### config.mk
export PLATFORM = sky130hd
export DESIGN_NAME = query_byte_tokenizer
export DESIGN_NICKNAME = d
export VERILOG_FILES = /design/src/rtl/qbt_pkg.sv /design/src/rtl/query_byte_tokenizer.sv /design/src/rtl/qbt_core.sv /design/src/rtl/qbt_outq.sv
export SDC_FILE = /design/constraint.sdc
export NUM_CORES = 2
export LEC_CHECK = 0
export ABC_CLOCK_PERIOD_IN_PS = 10250
export BUFFER_PORTS_ARGS = -buffer_cell sky130_fd_sc_hd__clkbuf_2
export CORE_UTILIZATION = 50
export CTS_BUF_LIST = sky130_fd_sc_hd__clkbuf_8 sky130_fd_sc_hd__clkbuf_16
export DETAILED_ROUTE_END_ITERATION = 10
export PLACE_DENSITY = 0.67
export REMOVE_ABC_BUFFERS = 1
export SETUP_SLACK_MARGIN = 0.02
export SLEW_MARGIN = 20
export SYNTH_ARGS = -nofsm -noshare
export SYNTH_HDL_FRONTEND = slang
export SYNTH_SLANG_ARGS = --single-unit
### constraint.sdc
create_clock -name clk -period 10.25 [get_ports clk]
set_input_delay 1.5375 -clock clk [delete_from_list [all_inputs] [get_ports clk]]
set_output_delay 1.5375 -clock clk [all_outputs]
set_load 0.01 [all_outputs]
### src/rtl/qbt_pkg.sv
`default_nettype none

package qbt_pkg;

	localparam int POS_BITS_DEF      = 16;
	localparam int KEYWORD_CHARS_DEF = 6;
	localparam int QUEUE_DEPTH       = 4;
	localparam int KW_COUNT          = 14;

	// Token kinds.
	localparam logic [5:0] K_EOF    = 6'd0;
	localparam logic [5:0] K_INT    = 6'd1;
	localparam logic [5:0] K_IDENT  = 6'd2;
	localparam logic [5:0] K_TRUE   = 6'd14;
	localparam logic [5:0] K_PLUS   = 6'd17;
	localparam logic [5:0] K_MINUS  = 6'd18;
	localparam logic [5:0] K_STAR   = 6'd19;
	localparam logic [5:0] K_SLASH  = 6'd20;
	localparam logic [5:0] K_PCT    = 6'd21;
	localparam logic [5:0] K_EQEQ   = 6'd22;
	localparam logic [5:0] K_NE     = 6'd23;
	localparam logic [5:0] K_LT     = 6'd24;
	localparam logic [5:0] K_LE     = 6'd25;
	localparam logic [5:0] K_GT     = 6'd26;
	localparam logic [5:0] K_GE     = 6'd27;
	localparam logic [5:0] K_ANDAND = 6'd28;
	localparam logic [5:0] K_OROR   = 6'd29;
	localparam logic [5:0] K_BANG   = 6'd30;
	localparam logic [5:0] K_AMP    = 6'd31;
	localparam logic [5:0] K_PIPE   = 6'd32;
	localparam logic [5:0] K_CARET  = 6'd33;
	localparam logic [5:0] K_LPAREN = 6'd34;
	localparam logic [5:0] K_RPAREN = 6'd35;
	localparam logic [5:0] K_COMMA  = 6'd36;
	localparam logic [5:0] K_SEMI   = 6'd37;
	localparam logic [5:0] K_ERROR  = 6'd38;

	// Error codes.
	localparam logic [1:0] E_NONE      = 2'd0;
	localparam logic [1:0] E_TOO_LARGE = 2'd1;
	localparam logic [1:0] E_EXPECT_EQ = 2'd2;
	localparam logic [1:0] E_UNEXPECTED = 2'd3;

	// Characters.
	localparam logic [7:0] CH_TAB    = 8'h09;
	localparam logic [7:0] CH_NL     = 8'h0A;
	localparam logic [7:0] CH_CR     = 8'h0D;
	localparam logic [7:0] CH_SPACE  = 8'h20;
	localparam logic [7:0] CH_BANG   = 8'h21;
	localparam logic [7:0] CH_PCT    = 8'h25;
	localparam logic [7:0] CH_AMP    = 8'h26;
	localparam logic [7:0] CH_LPAREN = 8'h28;
	localparam logic [7:0] CH_RPAREN = 8'h29;
	localparam logic [7:0] CH_STAR   = 8'h2A;
	localparam logic [7:0] CH_PLUS   = 8'h2B;
	localparam logic [7:0] CH_COMMA  = 8'h2C;
	localparam logic [7:0] CH_MINUS  = 8'h2D;
	localparam logic [7:0] CH_SLASH  = 8'h2F;
	localparam logic [7:0] CH_0      = 8'h30;
	localparam logic [7:0] CH_9      = 8'h39;
	localparam logic [7:0] CH_SEMI   = 8'h3B;
	localparam logic [7:0] CH_LT     = 8'h3C;
	localparam logic [7:0] CH_EQ     = 8'h3D;
	localparam logic [7:0] CH_GT     = 8'h3E;
	localparam logic [7:0] CH_UP_A   = 8'h41;
	localparam logic [7:0] CH_UP_Z   = 8'h5A;
	localparam logic [7:0] CH_CARET  = 8'h5E;
	localparam logic [7:0] CH_UNDER  = 8'h5F;
	localparam logic [7:0] CH_LO_A   = 8'h61;
	localparam logic [7:0] CH_LO_Z   = 8'h7A;
	localparam logic [7:0] CH_PIPE   = 8'h7C;

	// Keyword texts, first character in the lowest byte.
	localparam logic [47:0] KW_TEXT [KW_COUNT] = '{
		48'h0000_4D4F_5246, 48'h0045_5245_4857, 48'h0000_0054_454C,
		48'h0050_554F_5247, 48'h0000_0000_5942, 48'h0000_0047_4741,
		48'h0052_4544_524F, 48'h0054_494D_494C, 48'h0000_0044_4E41,
		48'h0000_0000_524F, 48'h0000_0054_4F4E, 48'h0000_4555_5254,
		48'h0045_534C_4146, 48'h454C_424D_5554
	};
	localparam logic [2:0] KW_LEN [KW_COUNT] = '{
		3'd4, 3'd5, 3'd3, 3'd5, 3'd2, 3'd3, 3'd5,
		3'd5, 3'd3, 3'd2, 3'd3, 3'd4, 3'd5, 3'd6
	};
	localparam logic [5:0] KW_KIND [KW_COUNT] = '{
		6'd3, 6'd4, 6'd5, 6'd6, 6'd7, 6'd8, 6'd9,
		6'd10, 6'd11, 6'd12, 6'd13, 6'd14, 6'd15, 6'd16
	};

	typedef struct packed {
		logic [5:0]  kind;
		logic [63:0] value;
		logic [15:0] line;
		logic [15:0] column;
		logic [15:0] length;
		logic [1:0]  err;
		logic        last;
	} qbt_result_t;

endpackage

`default_nettype wire

### src/rtl/query_byte_tokenizer.sv
// Each accepted byte is tokenized in the cycle it is taken; its results are registered
// into a four-entry result queue that drives the output.
// Throughput is one item per cycle while the queue has room; an item that finishes a pending
// token and starts a one-byte token gives two results, which leave at one per cycle while m_tready is high.
// Input is ready while the queue has room for two results.
// Reset (arst_n low) returns the tokenizer to line 1, column 1 and empties the queue.
`default_nettype none

module query_byte_tokenizer import qbt_pkg::*; #(
	parameter int POS_BITS      = POS_BITS_DEF,
	parameter int KEYWORD_CHARS = KEYWORD_CHARS_DEF
) (
	input  wire logic         clk,
	input  wire logic         arst_n,
	input  wire logic         s_tvalid,
	output logic              s_tready,
	input  wire logic [7:0]   s_tdata,   // in_byte
	input  wire logic         s_tuser,   // end_mark
	output logic              m_tvalid,
	input  wire logic         m_tready,
	output logic [119:0]      m_tdata,   // token_value, first line, first column,
	                                     // token_length, error_code, zero fill
	output logic [5:0]        m_tuser,   // token_kind
	output logic              m_tlast    // last_of_run
);

	qbt_result_t res0, res1, head;
	logic [1:0]  res_count;
	logic        take, room;

	assign s_tready = room;
	assign take     = s_tvalid && room;

	qbt_core #(
		.POS_BITS      (POS_BITS),
		.KEYWORD_CHARS (KEYWORD_CHARS)
	) u_core (
		.clk       (clk),
		.arst_n    (arst_n),
		.take      (take),
		.in_byte   (s_tdata),
		.end_mark  (s_tuser),
		.res0      (res0),
		.res1      (res1),
		.res_count (res_count)
	);

	qbt_outq u_outq (
		.clk        (clk),
		.arst_n     (arst_n),
		.d0         (res0),
		.d1         (res1),
		.push_count (res_count),
		.room       (room),
		.head       (head),
		.head_valid (m_tvalid),
		.pop        (m_tready)
	);

	assign m_tdata = {6'd0, head.err, head.length, head.column, head.line, head.value};
	assign m_tuser = head.kind;
	assign m_tlast = head.last;

endmodule

`default_nettype wire

### src/rtl/qbt_core.sv
`default_nettype none

module qbt_core import qbt_pkg::*; #(
	parameter int POS_BITS      = POS_BITS_DEF,
	parameter int KEYWORD_CHARS = KEYWORD_CHARS_DEF
) (
	input  wire logic        clk,
	input  wire logic        arst_n,
	input  wire logic        take,
	input  wire logic [7:0]  in_byte,
	input  wire logic        end_mark,
	output qbt_result_t      res0,
	output qbt_result_t      res1,
	output logic [1:0]       res_count
);

	localparam int PW = 8 * KEYWORD_CHARS;

	typedef enum logic [3:0] {
		M_IDLE, M_NUM, M_IDENT, M_SLASH, M_COMMENT,
		M_EQ, M_BANG, M_LT, M_GT, M_AMP, M_PIPE
	} mode_t;

	mode_t               mode_q, mode_n, st_mode;
	logic [63:0]         accum_q, accum_n;
	logic                ovf_q, ovf_n;
	logic [PW-1:0]       prefix_q, prefix_n;
	logic [POS_BITS-1:0] len_q, len_n;
	logic [POS_BITS-1:0] tok_line_q, tok_line_n, tok_col_q, tok_col_n;
	logic [POS_BITS-1:0] cur_line_q, cur_line_n, cur_col_q, cur_col_n;

	logic        is_digit, is_alpha, is_space, is_word;
	logic [67:0] acc_ext, acc_sum;
	logic [5:0]  kw_kind;
	logic        fl_v, emit_fl, emit_pair, start;
	qbt_result_t fl_res, st_res, pair_res, eof_res;
	logic        st_v;
	logic [5:0]  pair_kind;
	logic [7:0]  want;

	function automatic logic [15:0] to16(input logic [POS_BITS-1:0] v);
		logic [31:0] w;
		w = 32'(v);
		return w[15:0];
	endfunction

	function automatic logic [POS_BITS-1:0] sat_inc(input logic [POS_BITS-1:0] v);
		return (v == '1) ? v : v + 1'b1;
	endfunction

	function automatic qbt_result_t mk(input logic [5:0] kind, input logic [63:0] value,
			input logic [POS_BITS-1:0] line, input logic [POS_BITS-1:0] col,
			input logic [POS_BITS-1:0] len, input logic [1:0] err);
		qbt_result_t r;
		r.kind   = kind;
		r.value  = value;
		r.line   = to16(line);
		r.column = to16(col);
		r.length = to16(len);
		r.err    = err;
		r.last   = 1'b0;
		return r;
	endfunction

	assign is_digit = (in_byte >= CH_0) && (in_byte <= CH_9);
	assign is_alpha = ((in_byte >= CH_UP_A) && (in_byte <= CH_UP_Z)) ||
		((in_byte >= CH_LO_A) && (in_byte <= CH_LO_Z));
	assign is_space = (in_byte == CH_SPACE) || ((in_byte >= CH_TAB) && (in_byte <= CH_CR));
	assign is_word  = is_alpha || is_digit || (in_byte == CH_UNDER);

	assign acc_ext = {4'b0, accum_q};
	assign acc_sum = (acc_ext << 3) + (acc_ext << 1) + 68'(in_byte - CH_0);

	always_comb begin
		kw_kind = K_IDENT;
		for (int i = KW_COUNT - 1; i >= 0; i--) begin
			if ((len_q == POS_BITS'(KW_LEN[i])) && (prefix_q == PW'(KW_TEXT[i])))
				kw_kind = KW_KIND[i];
		end
	end

	always_comb begin
		fl_v   = 1'b1;
		fl_res = mk(K_ERROR, 64'd0, tok_line_q, tok_col_q, '0, E_NONE);
		unique case (mode_q)
			M_NUM: begin
				if (ovf_q)
					fl_res = mk(K_ERROR, 64'd0, tok_line_q, tok_col_q, '0, E_TOO_LARGE);
				else
					fl_res = mk(K_INT, accum_q, tok_line_q, tok_col_q, len_q, E_NONE);
			end
			M_IDENT: fl_res = mk(kw_kind, {63'd0, kw_kind == K_TRUE}, tok_line_q,
				tok_col_q, len_q, E_NONE);
			M_SLASH: fl_res = mk(K_SLASH, 64'd0, tok_line_q, tok_col_q, POS_BITS'(1), E_NONE);
			M_EQ:    fl_res = mk(K_ERROR, 64'd0, tok_line_q, tok_col_q, '0, E_EXPECT_EQ);
			M_BANG:  fl_res = mk(K_BANG, 64'd0, tok_line_q, tok_col_q, POS_BITS'(1), E_NONE);
			M_LT:    fl_res = mk(K_LT, 64'd0, tok_line_q, tok_col_q, POS_BITS'(1), E_NONE);
			M_GT:    fl_res = mk(K_GT, 64'd0, tok_line_q, tok_col_q, POS_BITS'(1), E_NONE);
			M_AMP:   fl_res = mk(K_AMP, 64'd0, tok_line_q, tok_col_q, POS_BITS'(1), E_NONE);
			M_PIPE:  fl_res = mk(K_PIPE, 64'd0, tok_line_q, tok_col_q, POS_BITS'(1), E_NONE);
			default: fl_v = 1'b0;
		endcase
	end

	always_comb begin
		want = CH_EQ;
		pair_kind = K_EQEQ;
		unique case (mode_q)
			M_BANG: pair_kind = K_NE;
			M_LT:   pair_kind = K_LE;
			M_GT:   pair_kind = K_GE;
			M_AMP: begin
				pair_kind = K_ANDAND;
				want = CH_AMP;
			end
			M_PIPE: begin
				pair_kind = K_OROR;
				want = CH_PIPE;
			end
			default: pair_kind = K_EQEQ;
		endcase
		pair_res = mk(pair_kind, 64'd0, tok_line_q, tok_col_q, POS_BITS'(2), E_NONE);
		eof_res  = mk(K_EOF, 64'd0, cur_line_q, cur_col_q, '0, E_NONE);
	end

	always_comb begin
		st_v    = 1'b1;
		st_mode = M_IDLE;
		st_res  = mk(K_ERROR, 64'd0, cur_line_q, cur_col_q, '0, E_UNEXPECTED);
		if (is_space || is_digit || is_word) begin
			st_v = 1'b0;
			if (is_digit)
				st_mode = M_NUM;
			else if (is_word)
				st_mode = M_IDENT;
		end else begin
			case (in_byte)
				CH_PLUS:   st_res = mk(K_PLUS, 64'd0, cur_line_q, cur_col_q, POS_BITS'(1), E_NONE);
				CH_MINUS:  st_res = mk(K_MINUS, 64'd0, cur_line_q, cur_col_q, POS_BITS'(1), E_NONE);
				CH_STAR:   st_res = mk(K_STAR, 64'd0, cur_line_q, cur_col_q, POS_BITS'(1), E_NONE);
				CH_PCT:    st_res = mk(K_PCT, 64'd0, cur_line_q, cur_col_q, POS_BITS'(1), E_NONE);
				CH_CARET:  st_res = mk(K_CARET, 64'd0, cur_line_q, cur_col_q, POS_BITS'(1), E_NONE);
				CH_LPAREN: st_res = mk(K_LPAREN, 64'd0, cur_line_q, cur_col_q, POS_BITS'(1), E_NONE);
				CH_RPAREN: st_res = mk(K_RPAREN, 64'd0, cur_line_q, cur_col_q, POS_BITS'(1), E_NONE);
				CH_COMMA:  st_res = mk(K_COMMA, 64'd0, cur_line_q, cur_col_q, POS_BITS'(1), E_NONE);
				CH_SEMI:   st_res = mk(K_SEMI, 64'd0, cur_line_q, cur_col_q, POS_BITS'(1), E_NONE);
				CH_SLASH: begin
					st_v = 1'b0;
					st_mode = M_SLASH;
				end
				CH_EQ: begin
					st_v = 1'b0;
					st_mode = M_EQ;
				end
				CH_BANG: begin
					st_v = 1'b0;
					st_mode = M_BANG;
				end
				CH_LT: begin
					st_v = 1'b0;
					st_mode = M_LT;
				end
				CH_GT: begin
					st_v = 1'b0;
					st_mode = M_GT;
				end
				CH_AMP: begin
					st_v = 1'b0;
					st_mode = M_AMP;
				end
				CH_PIPE: begin
					st_v = 1'b0;
					st_mode = M_PIPE;
				end
				default: st_v = 1'b1;
			endcase
		end
	end

	always_comb begin
		mode_n     = mode_q;
		accum_n    = accum_q;
		ovf_n      = ovf_q;
		prefix_n   = prefix_q;
		len_n      = len_q;
		tok_line_n = tok_line_q;
		tok_col_n  = tok_col_q;
		cur_line_n = cur_line_q;
		cur_col_n  = cur_col_q;
		emit_fl    = 1'b0;
		emit_pair  = 1'b0;
		start      = 1'b0;
		res0       = st_res;
		res1       = st_res;
		res_count  = 2'd0;
		if (end_mark) begin
			emit_fl    = fl_v;
			mode_n     = M_IDLE;
			accum_n    = 64'd0;
			ovf_n      = 1'b0;
			prefix_n   = '0;
			len_n      = '0;
			tok_line_n = POS_BITS'(1);
			tok_col_n  = POS_BITS'(1);
			cur_line_n = POS_BITS'(1);
			cur_col_n  = POS_BITS'(1);
			res0       = emit_fl ? fl_res : eof_res;
			res1       = eof_res;
			res_count  = emit_fl ? 2'd2 : 2'd1;
		end else begin
			unique case (mode_q)
				M_IDLE: start = 1'b1;
				M_NUM: begin
					if (is_digit) begin
						if (acc_sum[67:64] != 4'd0)
							ovf_n = 1'b1;
						else
							accum_n = acc_sum[63:0];
						len_n = sat_inc(len_q);
					end else begin
						emit_fl = 1'b1;
						start = 1'b1;
					end
				end
				M_IDENT: begin
					if (is_word) begin
						for (int j = 0; j < KEYWORD_CHARS; j++) begin
							if (len_q == POS_BITS'(j))
								prefix_n[8*j +: 8] = in_byte;
						end
						len_n = sat_inc(len_q);
					end else begin
						emit_fl = 1'b1;
						start = 1'b1;
					end
				end
				M_SLASH: begin
					if (in_byte == CH_SLASH) begin
						mode_n = M_COMMENT;
					end else begin
						emit_fl = 1'b1;
						start = 1'b1;
					end
				end
				M_COMMENT: begin
					if (in_byte == CH_NL)
						mode_n = M_IDLE;
				end
				default: begin
					if (in_byte == want) begin
						emit_pair = 1'b1;
						mode_n = M_IDLE;
					end else begin
						emit_fl = 1'b1;
						start = 1'b1;
					end
				end
			endcase
			if (start) begin
				tok_line_n = cur_line_q;
				tok_col_n  = cur_col_q;
				mode_n     = st_mode;
				if (st_mode == M_NUM) begin
					accum_n = {56'd0, in_byte - CH_0};
					ovf_n   = 1'b0;
					len_n   = POS_BITS'(1);
				end else if (st_mode == M_IDENT) begin
					prefix_n = PW'(in_byte);
					len_n    = POS_BITS'(1);
				end
			end
			if (in_byte == CH_NL) begin
				cur_line_n = sat_inc(cur_line_q);
				cur_col_n  = POS_BITS'(1);
			end else begin
				cur_col_n = sat_inc(cur_col_q);
			end
			if (emit_pair) begin
				res0      = pair_res;
				res_count = 2'd1;
			end else begin
				res0      = emit_fl ? fl_res : st_res;
				res1      = st_res;
				res_count = {1'b0, emit_fl} + {1'b0, start && st_v};
			end
		end
		res0.last = (res_count == 2'd1);
		res1.last = 1'b1;
		if (!take)
			res_count = 2'd0;
	end

	always_ff @(posedge clk or negedge arst_n) begin
		if (!arst_n) begin
			mode_q     <= M_IDLE;
			accum_q    <= 64'd0;
			ovf_q      <= 1'b0;
			prefix_q   <= '0;
			len_q      <= '0;
			tok_line_q <= POS_BITS'(1);
			tok_col_q  <= POS_BITS'(1);
			cur_line_q <= POS_BITS'(1);
			cur_col_q  <= POS_BITS'(1);
		end else if (take) begin
			mode_q     <= mode_n;
			accum_q    <= accum_n;
			ovf_q      <= ovf_n;
			prefix_q   <= prefix_n;
			len_q      <= len_n;
			tok_line_q <= tok_line_n;
			tok_col_q  <= tok_col_n;
			cur_line_q <= cur_line_n;
			cur_col_q  <= cur_col_n;
		end
	end

endmodule

`default_nettype wire

### src/rtl/qbt_outq.sv
`default_nettype none

module qbt_outq import qbt_pkg::*; (
	input  wire logic        clk,
	input  wire logic        arst_n,
	input  wire qbt_result_t d0,
	input  wire qbt_result_t d1,
	input  wire logic [1:0]  push_count,
	output logic             room,
	output qbt_result_t      head,
	output logic             head_valid,
	input  wire logic        pop
);

	localparam int AW = $clog2(QUEUE_DEPTH);
	localparam int CW = $clog2(QUEUE_DEPTH + 1);

	qbt_result_t   mem_q [QUEUE_DEPTH];
	logic [AW-1:0] wr_q, rd_q, wr_next;
	logic [CW-1:0] count_q;
	logic          do_pop;

	assign wr_next    = wr_q + 1'b1;
	assign head       = mem_q[rd_q];
	assign head_valid = (count_q != '0);
	assign do_pop     = pop && head_valid;
	assign room       = (count_q <= CW'(QUEUE_DEPTH - 2));

	always_ff @(posedge clk) begin
		if (push_count != 2'd0)
			mem_q[wr_q] <= d0;
		if (push_count == 2'd2)
			mem_q[wr_next] <= d1;
	end

	always_ff @(posedge clk or negedge arst_n) begin
		if (!arst_n) begin
			wr_q    <= '0;
			rd_q    <= '0;
			count_q <= '0;
		end else begin
			wr_q    <= wr_q + AW'(push_count);
			rd_q    <= rd_q + AW'(do_pop);
			count_q <= count_q + CW'(push_count) - CW'(do_pop);
		end
	end

endmodule

`default_nettype wire
Word level (Yosys, flattened, before mapping)

Memory sizes are Yosys's and may differ from the RTL's.
Index checks and enable logic that the tools add are counted.

Bits in registers: 204
Bits in writable memories: 484
Bits of input ports: 13
Output and inout bits: 129
Word-level logic and storage cells: 241
Memories: 1

Memories:

| memory       | depth | width | rd ports | clocked after Yosys merged registers in | write ports | RTL line       | text |
|---|---|---|---|---|---|---|---|
| u_outq.mem_q | 4     | 121   | 1        | 0                                       | 2           | qbt_outq.sv:18 | `qbt_result_t mem_q [QUEUE_DEPTH];` |

Add/subtract/negate cells: 13
Order comparisons: 9
Eq/ne operators: 63
Mux-type cells: 99
Reductions and logical operators: 44

Operators with widths:

| cell                                                                    | count |
|---|---|
| 121-bit case mux with 9 select lines                                    | 2 |
| 121-bit 2-to-1 mux                                                      | 7 |
| 64-bit 2-to-1 mux                                                       | 6 |
| 48-bit 2-to-1 mux                                                       | 6 |
| 16-bit 2-to-1 mux                                                       | 17 |
| 48-bit by 39-bit equality test with 1-bit output, second input constant | 5 |
| 48-bit by 23-bit equality test with 1-bit output, second input constant | 4 |
| 8-bit by 6-bit equality test with 1-bit output, second input constant   | 15 |
| 48-bit by 15-bit equality test with 1-bit output, second input constant | 2 |
| 48-bit by 31-bit equality test with 1-bit output, second input constant | 2 |
| 6-bit 2-to-1 mux                                                        | 13 |
| 67-bit by 65-bit adder with 68-bit output                               | 1 |
| 68-bit adder                                                            | 1 |
| 16-bit by 1-bit adder with 16-bit output, second input constant         | 3 |
| 16-bit equality test, second input constant                             | 3 |
| 16-bit by 3-bit equality test with 1-bit output, second input constant  | 3 |
| 48-bit by 47-bit equality test with 1-bit output, second input constant | 1 |
| 8-bit 2-to-1 mux                                                        | 6 |
| 16-bit by 2-bit equality test with 1-bit output, second input constant  | 2 |
| 16-bit case mux with 2 select lines                                     | 1 |
| 4-bit 2-to-1 mux                                                        | 7 |
| 4-bit case mux with 7 select lines                                      | 1 |
| 8-bit by 7-bit equality test with 1-bit output, second input constant   | 3 |
| 1-bit 2-to-1 mux                                                        | 22 |
| 52 further kinds                                                        | 95 |

Logic depth before layout (Yosys ltp)

Depth in word-level cells: 21
Gate-level depth with buffers: 20
Mapped depth without buffers: 17

Hierarchy

From an unflattened synthesis, not the netlist that was laid out.

Cells, all modules: 3241
Area total of the unflattened synthesis: 41731.3 sq um

Modules (own cells, without submodules):

| module               | times used | cells an instance | area an instance (sq um) | sequential area each (sq um) |
|---|---|---|---|---|
| qbt_outq             | 1          | 1213              | 24158.2                  | 14709.1 |
| qbt_core             | 1          | 2020              | 17518.1                  | 4934.7 |
| query_byte_tokenizer | 1          | 8                 | 55.1                     | 0.0 |

Worst setup path after synthesis

No wires, ideal clock.

Path type: input-to-reg
Start: in s_tdata[6]
End: reg u_core.accum_q[14]
Library setup time: 121 ps
Arrival time: 9466 ps
Data required time: 10129 ps
Slack: 663 ps
Stages on the path: 19
Buffers on the path: 4
Cell sequence: clkbuf_1 > or2_2 > nor2_1 > fa_1 > ha_1 > buf_2 > nand2_1 > nor3_1 > o2111ai_1 > a211oi_2 > nor3_1 > or4_4 > mux2_1 > a31o_1 > a2111oi_4 > o31ai_2 > buf_4 > buf_6 > a22o_1

Cells in the longest elaborated chain, start to end: 12

RTL lines:

| item                                                                  | RTL line                   | text |
|---|---|---|
| from (decl)                                                           | query_byte_tokenizer.sv:17 | `input wire logic [7:0] s_tdata,` |
| parallel branches: the longest is 10 deep, another holds 68-bit adder | -                          |  |
| 64-bit 2-to-1 mux (*)                                                 | qbt_core.sv:259            | `if (start) begin` |
| 64-bit 2-to-1 mux (*)                                                 | qbt_core.sv:196            | `if (end_mark) begin` |
| to (signal assigned)                                                  | qbt_core.sv:306            | `accum_q <= accum_n;` |
| to (decl)                                                             | qbt_core.sv:25             | `logic [63:0] accum_q, accum_n;` |

Every way passes the cells marked *. The select of a mux whose other input is x is not followed.
A chain may end at the register's enable or synchronous reset.

==> metrics <==
DP Area 36300 um^2; power share of the combinational group 0.225; Mapped Cells 3136; Routed WL 101000 um; vias per inst 6.57; crit-path max cell delay 0.91 ns; final period utilization 0.768; Setup crit end kind flip-flop; root buf cell clkbuf_16; Worst R2R Path Depth 15; Clk pwr share 0.359; Vias 27000; RD Place Congestion 0.910; top_reg_cell synth dfxtp_1; Power, Total 7600 uW; die area 71600 um^2; CTS resizes 0; Int Pwr 5170 uW; worst-margin pin slew 1.14 ns; Initial DRC Count 2532; Reg power frac 0.416; CP required 10.30 ns; fin nets 3280; min cycle time layout 7.87 ns; pin count of the biggest net entering global routing 100; HP Class reg2reg; Pwr Density 196 nW/um^2; synth unique cells 90; Worst path depth 17; DP Wirelength 66100 um; drt wl/cell 24.6 um; Die W 268 um; Critical Path AT 7.92 ns; CTS clk-pin slew, worst paths 0.06 ns; first-pass GRT wire length 157000 um; Slew headroom 0.234; most frequent cells in the layout 565 x a22o_1, 324 x dfxtp_1, 198 x dfrtp_1; area occupied by registers 16400 um^2; Port-buffer cells 135; number of synthesized flops with an enable pin 160; core area 69900 um^2; Longest Clk Path Bufs 3; Critical Path Most Common Cell nor2_1; # clock sinks 688; final setup fails 0; CTS H-tree depth 3; worst path bufs/invs 3; Peak Freq 0.127 GHz; CTS Hold Bufs 0; Synth warnings 0; switching power 2440 uW; commonest non-fill, non-tap cell in the layout a22o_1; starting density of the core 0.504; crit-path cells clkbuf_2 > ha_1 > and3b_1 > a22oi_1 > nor2_1 > o2bb2ai_1 > a2111oi_0 > nor3_1 > buf_4 > nor3_1 > ha_1 > o21ai_0 > nor2_1 > nor2_1 > or3b_1 > and2_4 > clkinv_2; clock latency at the later pin of the worst-skew pair 0.63 ns; hold slack 0.466 ns; TritonRoute pass-1 iters 6; fill cell count 5920; Final Non-Filler Cells 4119; fin. max-slew vios 0; register area share after synthesis 0.465; CTS tree yes; num ports 142; Startpoint Class primary input; Seq cells post-synth 688; placed instance count 3979; area delta synth->final 10.2%; cts bufs inserted 75; status completed; switch share 0.321; final instance area 38900 um^2; Max-cap violations 0; grt total ovfl 0; RSZ-0062 raised after global routing no; footprint of the multi-input gates 17600 um^2; ys async rst share 0.297; number of global-route vias before repair 27000; critical path's slowest cell clkinv_2; Leak Pwr 0.0158 uW; peak supply drop 139 uV; critical path type in2reg; DRC 0; ANT nets after route 0; antenna violations before repair 1; Avg Inst Size Synth 11.2 um^2; post-synthesis cell area 35300 um^2; largest fanout on the critical path 41; hold path cells 1; delay-heaviest family, CP simple AND/OR/NAND/NOR gates; share of cells above drive strength 1 0.144; total track usage 0.281; Layout Skew 0.0267 ns; Fin. Hold Viols 0; Rows 97; Post-CTS Setup Inserts 0; die height 268 um
worst register-to-register path, cell delays in order (launching register included):
cell       delay [ns]
dfrtp_1          0.63
or2_2            0.49
a22o_1           0.25
a21oi_1          0.44
o2bb2ai_1        0.25
a2111oi_0        0.54
nor3_1           0.10
buf_4            0.21
nor3_1           0.24
ha_1             0.28
o21ai_0          0.39
nor2_1           0.18
nor2_1           0.35
or3b_1           0.75
and2_4           0.62
clkinv_2         0.91
cell type report:
class	count	share of cell area
Inverter	69	0.00683
Timing Repair Buffer	165	0.0237
Multi-Input combinational cell	2118	0.452
Tap cell	940	0.0303
Antenna cell	1	0.0000644
Sequential cell	688	0.422
Clock inverter	50	0.00959
Clock buffer	88	0.0549
cell families after synthesis:
logic type / share of synthesized area
xor gates and xnor gates: 0.0201
AOI/OAI and AO/OA: 0.232
adders and majority gates: 0.0669
muxes: 0.0785
and+or+nand+nor: 0.0969
other: 0.000106
buffers and inverters: 0.0408
DFF: 0.465
cells in the mapped netlist, drive strengths merged (15+ instances only):
| cell | number | area [um^2] |
|---|---|---|
| a22o | 565 | 4950 |
| dfxtp | 324 | 6490 |
| dfrtp | 200 | 5000 |
| nand2 | 178 | 668 |
| edfxtp | 160 | 4800 |
| clkbuf | 159 | 597 |
| nor2 | 158 | 596 |
| o21ai | 142 | 711 |
| a21oi | 134 | 671 |
| mux4 | 121 | 2730 |
| buf | 107 | 583 |
| ha | 86 | 1080 |
| inv | 69 | 259 |
| fa | 64 | 1280 |
| nand3 | 62 | 310 |
| nor3 | 46 | 230 |
| xnor2 | 45 | 394 |
| nand4 | 43 | 269 |
| xor2 | 36 | 315 |
| and3 | 32 | 200 |
| o22ai | 32 | 200 |
| a21o | 28 | 210 |
| and2 | 26 | 163 |
| nand2b | 25 | 156 |
| nor4 | 25 | 156 |
| o31ai | 19 | 148 |
| nor2b | 15 | 93.8 |
| o21bai | 15 | 113 |
| o2bb2ai | 15 | 131 |
per-stage QoR:
step,worst slack (ns),utilization,setup TNS [ns]
after global routing,1.96,0.556,0
after global placement,2.09,0.519,0
after floorplan,-0.409,-,-22.21
after CTS,2.43,0.555,0
final,2.38,0.556,0
after detailed placement,1.84,0.519,0
final timing paths:
check / from / end / slack, ns
setup / recovery: s_tdata[4] / u_outq.mem_q[2][47] / 2.38
hold / removal: u_outq.mem_q[2][118] / u_outq.mem_q[2][118] / 0.47
setup reg to reg: u_core.mode_q[1] / u_outq.mem_q[2][47] / 3.00
hold reg to reg: u_outq.mem_q[2][118] / u_outq.mem_q[2][118] / 0.47
max in group asynchronous: arst_n / u_core.tok_line_q[3] / 7.28
min in group asynchronous: arst_n / u_core.accum_q[54] / 1.01
power by group through the flow:
stage	clock (uW)	combinational (uW)	sequential, uW
floorplan	0	1030	3270
global placement	0	1690	3200
detailed placement	0	1710	3220
CTS	2770	1720	3160
global route	2880	1850	3180
finish	2730	1710	3160
registers in the layout, summed over array words and instances (netlist names), 16 cells and up:
register / count
u_outq.mem_q: 484
u_core.tok_col_q: 16
u_core.tok_line_q: 16
u_core.accum_q: 64
u_core.cur_col_q: 16
u_core.len_q: 16
u_core.prefix_q: 48
u_core.cur_line_q: 16
per-layer routing:
metal / up-vias / global-route usage / wire length (um)
li1: 12000 / - / -
met1: 13800 / 0.370 / 42500
met2: 1028 / 0.474 / 49900
met3: 154 / 0.0428 / 6310
met4: 0 / 0.0924 / 2580
met5: - / 0 / 0
Power figures use the tool's default switching activity.
